File: config.mk
export PLATFORM = sky130hd
export DESIGN_NAME = wfq_ctrl
export DESIGN_NICKNAME = d
export VERILOG_FILES = /design/src/sv/wfq_pkg.sv /design/src/sv/wfq_ctrl.sv
export SDC_FILE = /design/constraint.sdc
export NUM_CORES = 1
export LEC_CHECK = 0
export BUFFER_PORTS_ARGS = -buffer_cell sky130_fd_sc_hd__buf_2
export CORE_MARGIN = 8
export CORE_UTILIZATION = 39
export CTS_CLUSTER_SIZE = 16
export DETAILED_ROUTE_END_ITERATION = 12
export PLACE_DENSITY = 0.75
export SKIP_LAST_GASP = 1
export SYNTH_ARGS = -nofsm -noshare
export SYNTH_HDL_FRONTEND = slang
export SYNTH_SLANG_ARGS = --single-unit
File: constraint.sdc
create_clock -name aclk -period 1.2 [get_ports aclk]
set_input_delay 0.18 -clock aclk [delete_from_list [all_inputs] [get_ports aclk]]
set_output_delay 0.18 -clock aclk [all_outputs]
set_load 0.05 [all_outputs]
File: src/sv/wfq_pkg.sv
// Shared types, constants and codes for the WF2Q+ calendar scheduler.
`default_nettype none

package wfq_pkg;

    // Table and calendar sizes.
    localparam int MAX_SESSIONS = 64;
    localparam int MAX_BINS     = 1024;
    localparam int SLOT_AW      = $clog2(MAX_SESSIONS);
    localparam int SCAN_CW      = SLOT_AW + 1;

    // Field widths.
    localparam int TIME_W     = 64;
    localparam int BIN_W      = 10;
    localparam int AGE_W      = 16;
    localparam int BASE_W     = 32;
    localparam int BPG_W      = 7;
    localparam int BIU_W      = 11;
    localparam int GROUP_W    = 4;
    localparam int SHIFT_W    = GROUP_W + 1;
    localparam int CALC_BIN_W = 12;
    localparam int DIV_CW     = $clog2(TIME_W) + 1;
    localparam int CFG_IDX_W  = 2;
    localparam int CFG_DATA_W = 32;
    localparam int S_TDATA_W  = 208;
    localparam int M_TDATA_W  = 152;

    // Reset values of the configuration registers.
    localparam logic [BASE_W-1:0] BASE_RESET = BASE_W'(1);
    localparam logic [BPG_W-1:0]  BPG_RESET  = BPG_W'(4);
    localparam logic [BIU_W-1:0]  BIU_RESET  = BIU_W'(64);

    typedef enum logic [1:0] {
        REQ_INSERT = 2'd0,
        REQ_REMOVE = 2'd1,
        REQ_FIND   = 2'd2,
        REQ_SET_VT = 2'd3
    } req_t;

    typedef enum logic [1:0] {
        RES_OK      = 2'd0,
        RES_BAD_ID  = 2'd1,
        RES_BAD_BIN = 2'd2
    } res_status_t;

    typedef enum logic [CFG_IDX_W-1:0] {
        CFG_BASE_INTERVAL  = 2'd0,
        CFG_BINS_PER_GROUP = 2'd1,
        CFG_BINS_IN_USE    = 2'd2
    } cfg_idx_t;

    typedef enum logic [1:0] {
        DIV_SIZE = 2'd0,
        DIV_MOD  = 2'd1,
        DIV_OFF  = 2'd2
    } div_sel_t;

    typedef enum logic {
        SCAN_FIND  = 1'b0,
        SCAN_LEAST = 1'b1
    } scan_mode_t;

    typedef enum logic [3:0] {
        ST_IDLE,
        ST_DECODE,
        ST_DIV_SIZE,
        ST_DIV_MOD,
        ST_DIV_OFF,
        ST_INSERT,
        ST_RM_CHECK,
        ST_RECOUNT,
        ST_FIND1,
        ST_FIND2,
        ST_DONE
    } state_t;

    // One stored session.
    typedef struct packed {
        logic [TIME_W-1:0] start;
        logic [TIME_W-1:0] finish;
        logic [BIN_W-1:0]  bin;
        logic [AGE_W-1:0]  age;
    } slot_t;

    // Commands from the controller to the datapath.
    typedef struct packed {
        logic        capture;
        logic        div_start;
        div_sel_t    div_sel;
        logic        save_size;
        logic        save_off;
        logic        zero_off;
        logic        ins_commit;
        logic        status_we;
        res_status_t status_val;
        logic        rd_id;
        logic        rm_commit;
        logic        scan_start;
        scan_mode_t  scan_mode;
        logic        scan_run;
        logic        least_load;
        logic        vt_jump;
        logic        vt_set;
        logic        out_load;
    } cmd_t;

    // Status from the datapath to the controller.
    typedef struct packed {
        req_t req;
        logic id_bad;
        logic slot_busy;
        logic trivial_bin;
        logic div_idle;
        logic bin_bad;
        logic rm_bin_bad;
        logic rm_is_least;
        logic scan_done;
        logic any_found;
        logic least_none;
    } stat_t;

endpackage

`default_nettype wire

File: src/sv/wfq_ctrl.sv
// Controller state machine that sequences each request through the datapath.
`default_nettype none

module wfq_ctrl (
    input  wire logic           aclk,
    input  wire logic           aresetn,
    input  wire logic           s_tvalid,
    output logic                s_tready,
    output logic                m_tvalid,
    input  wire logic           m_tready,
    input  wire wfq_pkg::stat_t stat,
    output wfq_pkg::cmd_t       cmd
);
    import wfq_pkg::*;

    state_t state_reg;
    state_t state_next;
    logic   out_valid_reg;
    logic   out_valid_next;

    // State and output-valid registers.
    always_ff @(posedge aclk) begin
        if (!aresetn) begin
            state_reg     <= ST_IDLE;
            out_valid_reg <= 1'b0;
        end else begin
            state_reg     <= state_next;
            out_valid_reg <= out_valid_next;
        end
    end

    // Next state and commands.
    always_comb begin
        state_next     = state_reg;
        cmd            = '0;
        s_tready       = 1'b0;
        out_valid_next = out_valid_reg && !m_tready;

        unique case (state_reg)
            ST_IDLE: begin
                s_tready = 1'b1;
                if (s_tvalid) begin
                    cmd.capture = 1'b1;
                    state_next  = ST_DECODE;
                end
            end
            ST_DECODE: begin
                unique case (stat.req)
                    REQ_INSERT: begin
                        if (stat.id_bad || stat.slot_busy) begin
                            cmd.status_we  = 1'b1;
                            cmd.status_val = RES_BAD_ID;
                            state_next     = ST_DONE;
                        end else if (stat.trivial_bin) begin
                            cmd.zero_off = 1'b1;
                            state_next   = ST_INSERT;
                        end else begin
                            cmd.div_start = 1'b1;
                            cmd.div_sel   = DIV_SIZE;
                            state_next    = ST_DIV_SIZE;
                        end
                    end
                    REQ_REMOVE: begin
                        if (stat.id_bad || !stat.slot_busy) begin
                            cmd.status_we  = 1'b1;
                            cmd.status_val = RES_BAD_ID;
                            state_next     = ST_DONE;
                        end else begin
                            cmd.rd_id  = 1'b1;
                            state_next = ST_RM_CHECK;
                        end
                    end
                    REQ_FIND: begin
                        cmd.scan_start = 1'b1;
                        cmd.scan_mode  = SCAN_FIND;
                        state_next     = ST_FIND1;
                    end
                    REQ_SET_VT: begin
                        cmd.vt_set = 1'b1;
                        state_next = ST_DONE;
                    end
                    default: state_next = ST_DONE;
                endcase
            end
            ST_DIV_SIZE: begin
                if (stat.div_idle) begin
                    cmd.save_size = 1'b1;
                    cmd.div_start = 1'b1;
                    cmd.div_sel   = DIV_MOD;
                    state_next    = ST_DIV_MOD;
                end
            end
            ST_DIV_MOD: begin
                if (stat.div_idle) begin
                    cmd.div_start = 1'b1;
                    cmd.div_sel   = DIV_OFF;
                    state_next    = ST_DIV_OFF;
                end
            end
            ST_DIV_OFF: begin
                if (stat.div_idle) begin
                    cmd.save_off = 1'b1;
                    state_next   = ST_INSERT;
                end
            end
            ST_INSERT: begin
                if (stat.bin_bad) begin
                    cmd.status_we  = 1'b1;
                    cmd.status_val = RES_BAD_BIN;
                end else begin
                    cmd.ins_commit = 1'b1;
                end
                state_next = ST_DONE;
            end
            ST_RM_CHECK: begin
                if (stat.rm_bin_bad) begin
                    cmd.status_we  = 1'b1;
                    cmd.status_val = RES_BAD_BIN;
                    state_next     = ST_DONE;
                end else begin
                    cmd.rm_commit = 1'b1;
                    if (stat.rm_is_least) begin
                        cmd.scan_start = 1'b1;
                        cmd.scan_mode  = SCAN_LEAST;
                        state_next     = ST_RECOUNT;
                    end else begin
                        state_next = ST_DONE;
                    end
                end
            end
            ST_RECOUNT: begin
                cmd.scan_run = 1'b1;
                if (stat.scan_done) begin
                    cmd.least_load = 1'b1;
                    state_next     = ST_DONE;
                end
            end
            ST_FIND1: begin
                cmd.scan_run = 1'b1;
                if (stat.scan_done) begin
                    if (stat.any_found || stat.least_none) begin
                        state_next = ST_DONE;
                    end else begin
                        // Nothing eligible: jump virtual time and search again.
                        cmd.vt_jump    = 1'b1;
                        cmd.scan_start = 1'b1;
                        cmd.scan_mode  = SCAN_FIND;
                        state_next     = ST_FIND2;
                    end
                end
            end
            ST_FIND2: begin
                cmd.scan_run = 1'b1;
                if (stat.scan_done) begin
                    state_next = ST_DONE;
                end
            end
            ST_DONE: begin
                if (!out_valid_reg || m_tready) begin
                    cmd.out_load   = 1'b1;
                    out_valid_next = 1'b1;
                    state_next     = ST_IDLE;
                end
            end
            default: state_next = ST_IDLE;
        endcase
    end

    assign m_tvalid = out_valid_reg;

endmodule

`default_nettype wire

==> results of run 1 <==
## metrics by stage
stage | util [%] | setup TNS [ns] | hold WS, ns | setup WS (ns)
detailed placement | 77.8 | -7.12 | 0.446 | -0.421
floorplan | - | -7.03 | 0.314 | -0.622
global placement | 77.8 | -6.79 | 0.439 | -0.376
## cell families after synthesis
| family | Yosys count | share of synthesized area (%) |
|---|---|---|
| and+or+nand+nor | 59 | 49.0 |
| AOI/OAI and AO/OA | 25 | 25.9 |
| buffers and inverters | 8 | 7.45 |
| DFF | 5 | 14.9 |
| xor gates and xnor gates | 1 | 1.30 |
| muxes | 1 | 1.49 |
## Yosys cell counts, types with 2 or more instances
cell	count	area share (%)
and3_1	3	2.8
nor3_1	9	6.7
buf_6	2	3.4
o21ai_1	3	2.2
dfxtp_1	5	15
buf_2	4	3.0
o21ai_0	2	1.5
a21oi_1	3	2.2
a31oi_1	3	2.8
inv_1	2	1.1
o22ai_1	3	2.8
nor2_1	16	8.9
nand2b_1	5	4.7
nor4_1	3	2.8
nand2_1	8	4.5
nor2b_1	6	5.6
==> impl_metrics.prom, run 1 <==
# TYPE chip_impl_metric gauge
chip_impl_metric{name="floorplan.rows",unit=""} 15
chip_impl_metric{name="synth-seq-area-share",unit="%"} 14.9
chip_impl_metric{name="count_of_flip_flops_with_a_built_in_enable_after_synthesis",unit=""} 0
chip_impl_info{name="cts.root.buffer_cell",value="clkbuf_4"} 1
chip_impl_metric{name="postSynthRegisterBits",unit=""} 5
chip_impl_metric{name="boundaryPins",unit=""} 38
chip_impl_info{name="outcome.stop_stage",value="clock tree synthesis (4_1_cts)"} 1
chip_impl_metric{name="avgSynthCellArea",unit="um^2"} 6.79
chip_impl_metric{name="cts_repair_resize_count",unit=""} 98
chip_impl_info{name="yosys_most_used_dff",value="dfxtp_1"} 1
chip_impl_metric{name="dieHeight",unit="um"} 57.5
chip_impl_metric{name="placed_instances",unit=""} 181
chip_impl_metric{name="port_buf_inserts",unit=""} 37
chip_impl_metric{name="place_congestion",unit=""} 0.868
chip_impl_metric{name="dp_hpwl",unit="mm"} 2.27
chip_impl_metric{name="synthesis.instances",unit=""} 99
chip_impl_metric{name="cts.sinks",unit=""} 5
chip_impl_metric{name="netlist-cell-type-count",unit=""} 38
chip_impl_info{name="run.stop_error",value="[ERROR DPL-0038] Utilization greater than 100%, impossible to legalize"} 1
chip_impl_metric{name="syn_area",unit="um^2"} 672
chip_impl_metric{name="synth.net_count",unit=""} 115
chip_impl_metric{name="starting_density",unit="%"} 40.2
chip_impl_metric{name="dpl-instance-area",unit="mm^2"} 0.00130
chip_impl_metric{name="cts_buffer_depth",unit=""} 2
chip_impl_metric{name="yosys_warnings",unit=""} 0
chip_impl_info{name="status",value="stopped before the end"} 1
chip_impl_metric{name="hold_buffers",unit=""} 0
chip_impl_metric{name="numCtsBuffers",unit=""} 3
chip_impl_metric{name="synthArstFlopShare",unit="%"} 0
chip_impl_metric{name="die_x",unit="um"} 57.5
chip_impl_metric{name="ctsHtreeMaxLevel",unit=""} 1
chip_impl_metric{name="cts_setup_buffers",unit=""} 6
==> run 2: changes to the inputs <==
- CORE_AREA: not set -> 8 8 69 71
- CORE_MARGIN: 8 -> not set
- CORE_UTILIZATION: 39 -> not set
- CTS_CLUSTER_SIZE: 16 -> not set
- DIE_AREA: not set -> 0 0 77 79
- PLACE_DENSITY: 0.75 -> not set
- PLACE_DENSITY_LB_ADDON: not set -> 0.15
- clock period: 1.2 -> 1.6 ns (I/O delays scaled with it)
==> run 2 against run 1 <==
- the flow now finishes, with violations (setup timing)
- area after synthesis is the same
- synthesized cell count unchanged
==> impl_metrics.prom, run 2 <==
# TYPE chip_impl_metric gauge
chip_impl_metric{name="cell_int_power",unit="mW"} 1.22
chip_impl_metric{name="num-nets-final",unit=""} 181
chip_impl_info{name="layout.cells.most_common",value="buf_6"} 1
chip_impl_metric{name="worst-endpoint-arrival",unit="ns"} 1.50
chip_impl_metric{name="worstHoldPathCells",unit=""} 2
chip_impl_metric{name="cts.sinks",unit=""} 5
chip_impl_metric{name="numCtsBuffers",unit=""} 3
chip_impl_info{name="status",value="finished, violations left"} 1
chip_impl_metric{name="die_area",unit="mm^2"} 0.00608
chip_impl_metric{name="gr_util_all_layers",unit="%"} 9.37
chip_impl_metric{name="firstDrtPassIters",unit=""} 4
chip_impl_metric{name="drtAntennaViolNets",unit=""} 0
chip_impl_info{name="worst_setup_path_end_kind",value="primary output"} 1
chip_impl_metric{name="clk_pin_slew",unit="ns"} 0.04
chip_impl_metric{name="layout-drive-gt1-share",unit="%"} 67.1
chip_impl_metric{name="place_congestion",unit=""} 0.846
chip_impl_info{name="critical_path.startpoint_type",value="flip-flop"} 1
chip_impl_metric{name="max-vdd-ir-drop",unit="mV"} 0.855
chip_impl_metric{name="ff2ff_path_depth",unit=""} 7
chip_impl_metric{name="finalClockSkew",unit="ns"} 0.00414
chip_impl_metric{name="final_setup_violation_count",unit=""} 11
chip_impl_metric{name="dieHeight",unit="um"} 79
chip_impl_metric{name="drc_violation_total_after_the_first_tritonroute_iteration",unit=""} 42
chip_impl_metric{name="final_period_minus_worst_setup_slack",unit="ns"} 1.74
chip_impl_metric{name="remaining_drc_errors",unit=""} 0
chip_impl_info{name="critical_path.most_common_cell",value="buf_8"} 1
chip_impl_info{name="path_delay_family",value="simple AND/OR/NAND/NOR gates"} 1
chip_impl_info{name="violations_in_the_final_reports",value="setup timing"} 1
chip_impl_info{name="rsz0062_at_grt",value="true"} 1
chip_impl_metric{name="critical_path.max_fanout",unit=""} 7
chip_impl_metric{name="largest_register_ffs",unit=""} 4
chip_impl_metric{name="dr_total_vias",unit=""} 976
chip_impl_info{name="yosys_most_used_dff",value="dfxtp_1"} 1
chip_impl_metric{name="achievable-frequency",unit="MHz"} 575
chip_impl_metric{name="critical_path_depth",unit=""} 6
chip_impl_metric{name="boundaryPins",unit=""} 38
chip_impl_metric{name="wire_length_of_the_first_global_routing_pass",unit="mm"} 4.69
chip_impl_metric{name="final_critical_path_setup_slack",unit="ns"} -0.138
chip_impl_metric{name="floorplan.rows",unit=""} 23
chip_impl_metric{name="wl_per_cell",unit="um"} 13.9
chip_impl_metric{name="comb_power_share",unit="%"} 79.9
chip_impl_metric{name="final_period_utilization",unit="%"} 109
chip_impl_metric{name="placed_instances",unit=""} 201
chip_impl_info{name="cell_at_the_slowest_stage_of_the_critical_path",value="or3_4"} 1
chip_impl_metric{name="switching_power_total",unit="mW"} 1.16
chip_impl_metric{name="pwr_density",unit="mW/mm^2"} 1510
chip_impl_info{name="tritoncts",value="built"} 1
chip_impl_metric{name="ctsHtreeMaxLevel",unit=""} 1
chip_impl_metric{name="total_leakage_power",unit="nW"} 0.690
chip_impl_metric{name="cts_buffer_depth",unit=""} 2
chip_impl_metric{name="wirelength",unit="mm"} 2.97
chip_impl_metric{name="utilization",unit="%"} 41.4
chip_impl_metric{name="synthArstFlopShare",unit="%"} 0
chip_impl_metric{name="synth.net_count",unit=""} 115
chip_impl_metric{name="critical_path_buf_inv_count",unit=""} 3
chip_impl_metric{name="yosys_warnings",unit=""} 0
chip_impl_metric{name="clkPwrFrac",unit="%"} 10.0
chip_impl_metric{name="fin_hold_ws",unit="ns"} 0.275
chip_impl_metric{name="worst_pin_slew",unit="ns"} 0.311
chip_impl_metric{name="postSynthRegisterBits",unit=""} 5
chip_impl_metric{name="die_x",unit="um"} 77
chip_impl_metric{name="avgSynthCellArea",unit="um^2"} 6.79
chip_impl_metric{name="starting_density",unit="%"} 17.7
chip_impl_metric{name="grt_antenna_before_repair",unit=""} 0
chip_impl_info{name="yosys-top-cells-count",value="nor2_1, nor3_1, nand2_1"} 1
chip_impl_metric{name="avgViaCountPerCell",unit=""} 4.56
chip_impl_metric{name="fin_setup_tns",unit="ns"} -0.609
chip_impl_info{name="final_cell_mix",value="buf_6, buf_4, buf_2"} 1
chip_impl_info{name="critical_path_class",value="flip-flop to primary output"} 1
chip_impl_info{name="hp-class",value="input port to flip-flop"} 1
chip_impl_info{name="leading_cell_type_by_number_of_instances_after_synthesis",value="nor2_1"} 1
chip_impl_metric{name="worst_path_largest_cell_delay",unit="ns"} 0.39
chip_impl_info{name="cts.root.buffer_cell",value="clkbuf_8"} 1
chip_impl_metric{name="timing.final.hold_violations",unit=""} 0
chip_impl_metric{name="detailedPlace.worstSlack",unit="ns"} -0.0849
chip_impl_info{name="synth_top_cells_by_area",value="dfxtp_1, nor2_1, nor3_1, nor2b_1, nand2b_1"} 1
chip_impl_metric{name="clk-insertion-delay-late",unit="ns"} 0.23
chip_impl_metric{name="port_buf_inserts",unit=""} 37
chip_impl_metric{name="number_of_antenna_repair_diodes",unit=""} 0
chip_impl_metric{name="area_growth",unit="%"} 134
chip_impl_metric{name="first_global_vias",unit=""} 1028
chip_impl_metric{name="finish.cell_count_without_fillers",unit=""} 214
chip_impl_metric{name="final-max-slew-violation-count",unit=""} 0
chip_impl_metric{name="synth-seq-area-share",unit="%"} 14.9
chip_impl_metric{name="switching_share",unit="%"} 48.7
chip_impl_metric{name="grt-ovfl-total",unit=""} 0
chip_impl_metric{name="dp_hpwl",unit="mm"} 2.37
chip_impl_metric{name="core_area",unit="mm^2"} 0.00380
chip_impl_metric{name="syn_area",unit="um^2"} 672
chip_impl_metric{name="synthesis.instances",unit=""} 99
chip_impl_metric{name="grt_max_degree",unit=""} 10
chip_impl_info{name="cells_along_the_critical_path",value="buf_4 -> buf_8 -> nand2b_4 -> nor3_4 -> or3_4 -> buf_8"} 1
chip_impl_metric{name="number_of_maximum_capacitance_violations",unit=""} 0
chip_impl_metric{name="seq_power_share",unit="%"} 10.1
chip_impl_metric{name="netlist-cell-type-count",unit=""} 38
chip_impl_metric{name="count_of_flip_flops_with_a_built_in_enable_after_synthesis",unit=""} 0
chip_impl_metric{name="endpoint_required_time_on_the_critical_path",unit="ns"} 1.36
chip_impl_metric{name="max_slew_margin",unit="%"} 79.3
chip_impl_info{name="netlist.top_cell.by_area",value="dfxtp_1"} 1
chip_impl_metric{name="yosysTopAreaCellShare",unit="%"} 14.9
## run 2: per-layer routing
layer / up-vias / global-route usage [%] / wire [um]
met5: - / 0 / 0
met4: 0 / 2.83 / 31
met3: 4 / 3.61 / 235
met2: 30 / 16.7 / 1450
met1: 443 / 10.1 / 1250
li1: 499 / - / -
## run 2: kinds of logic (layout without fill, tap and decap cells)
logic type	count (synthesis)	count (layout)	share of synthesized area, %
and+or+nand+nor	59	59	49.0
muxes	1	1	1.49
buffers and inverters	8	73	7.45
DFF	5	5	14.9
xor gates and xnor gates	1	1	1.30
AOI/OAI and AO/OA	25	25	25.9
## run 2: final timing paths
check | slack (ns) | end | startpoint
max | -0.14 | cmd[6] | state_reg[2]
min | 0.27 | state_reg[3] | aresetn
max reg2reg | 0.07 | state_reg[0] | state_reg[0]
min reg2reg | 0.69 | m_tvalid | m_tvalid
## run 2: power groups by stage
stage	sequential (mW)	combinational, mW	clock [mW]
3_5_place_dp	0.220	1.45	0
4_1_cts	0.230	1.68	0.239
5_1_grt	0.244	2.01	0.247
2_1_floorplan	0.196	1.04	0
6_report	0.240	1.90	0.237
3_3_place_gp	0.221	1.45	0
## run 2: worst register-to-register path: stages, from the launching register on
cell,delay [ns]
dfxtp_4,0.36
buf_6,0.12
buf_4,0.14
and3b_1,0.17
o21ai_1,0.19
buf_4,0.15
a31oi_1,0.09
a211oi_2,0.22
## run 2: cell type report
type	count	area, um^2
timing repair buffer	67	596
tap	50	62.6
clock buffer	4	45.0
sequential	5	110
multi-input combinational	86	753
inverter	2	7.51
fill	388	2220
## run 2: stage by stage
step	area [um^2]	total power, mW
2_1_floorplan	793	1.24
3_3_place_gp	1160	1.67
3_5_place_dp	1160	1.67
4_1_cts	1410	2.14
5_1_grt	1570	2.50
6_report	1570	2.37
## run 2: what timing repair did
action | CTS | global route
setup endpoints to repair | 20 | 21
setup buffers | 4 | 6
pin swaps | 10 | 8
hold buffers | 0 | 0
gates resized for setup | 57 | 31
cloned | 0 | 0
No activity file was read; power rests on OpenSTA's default activity.
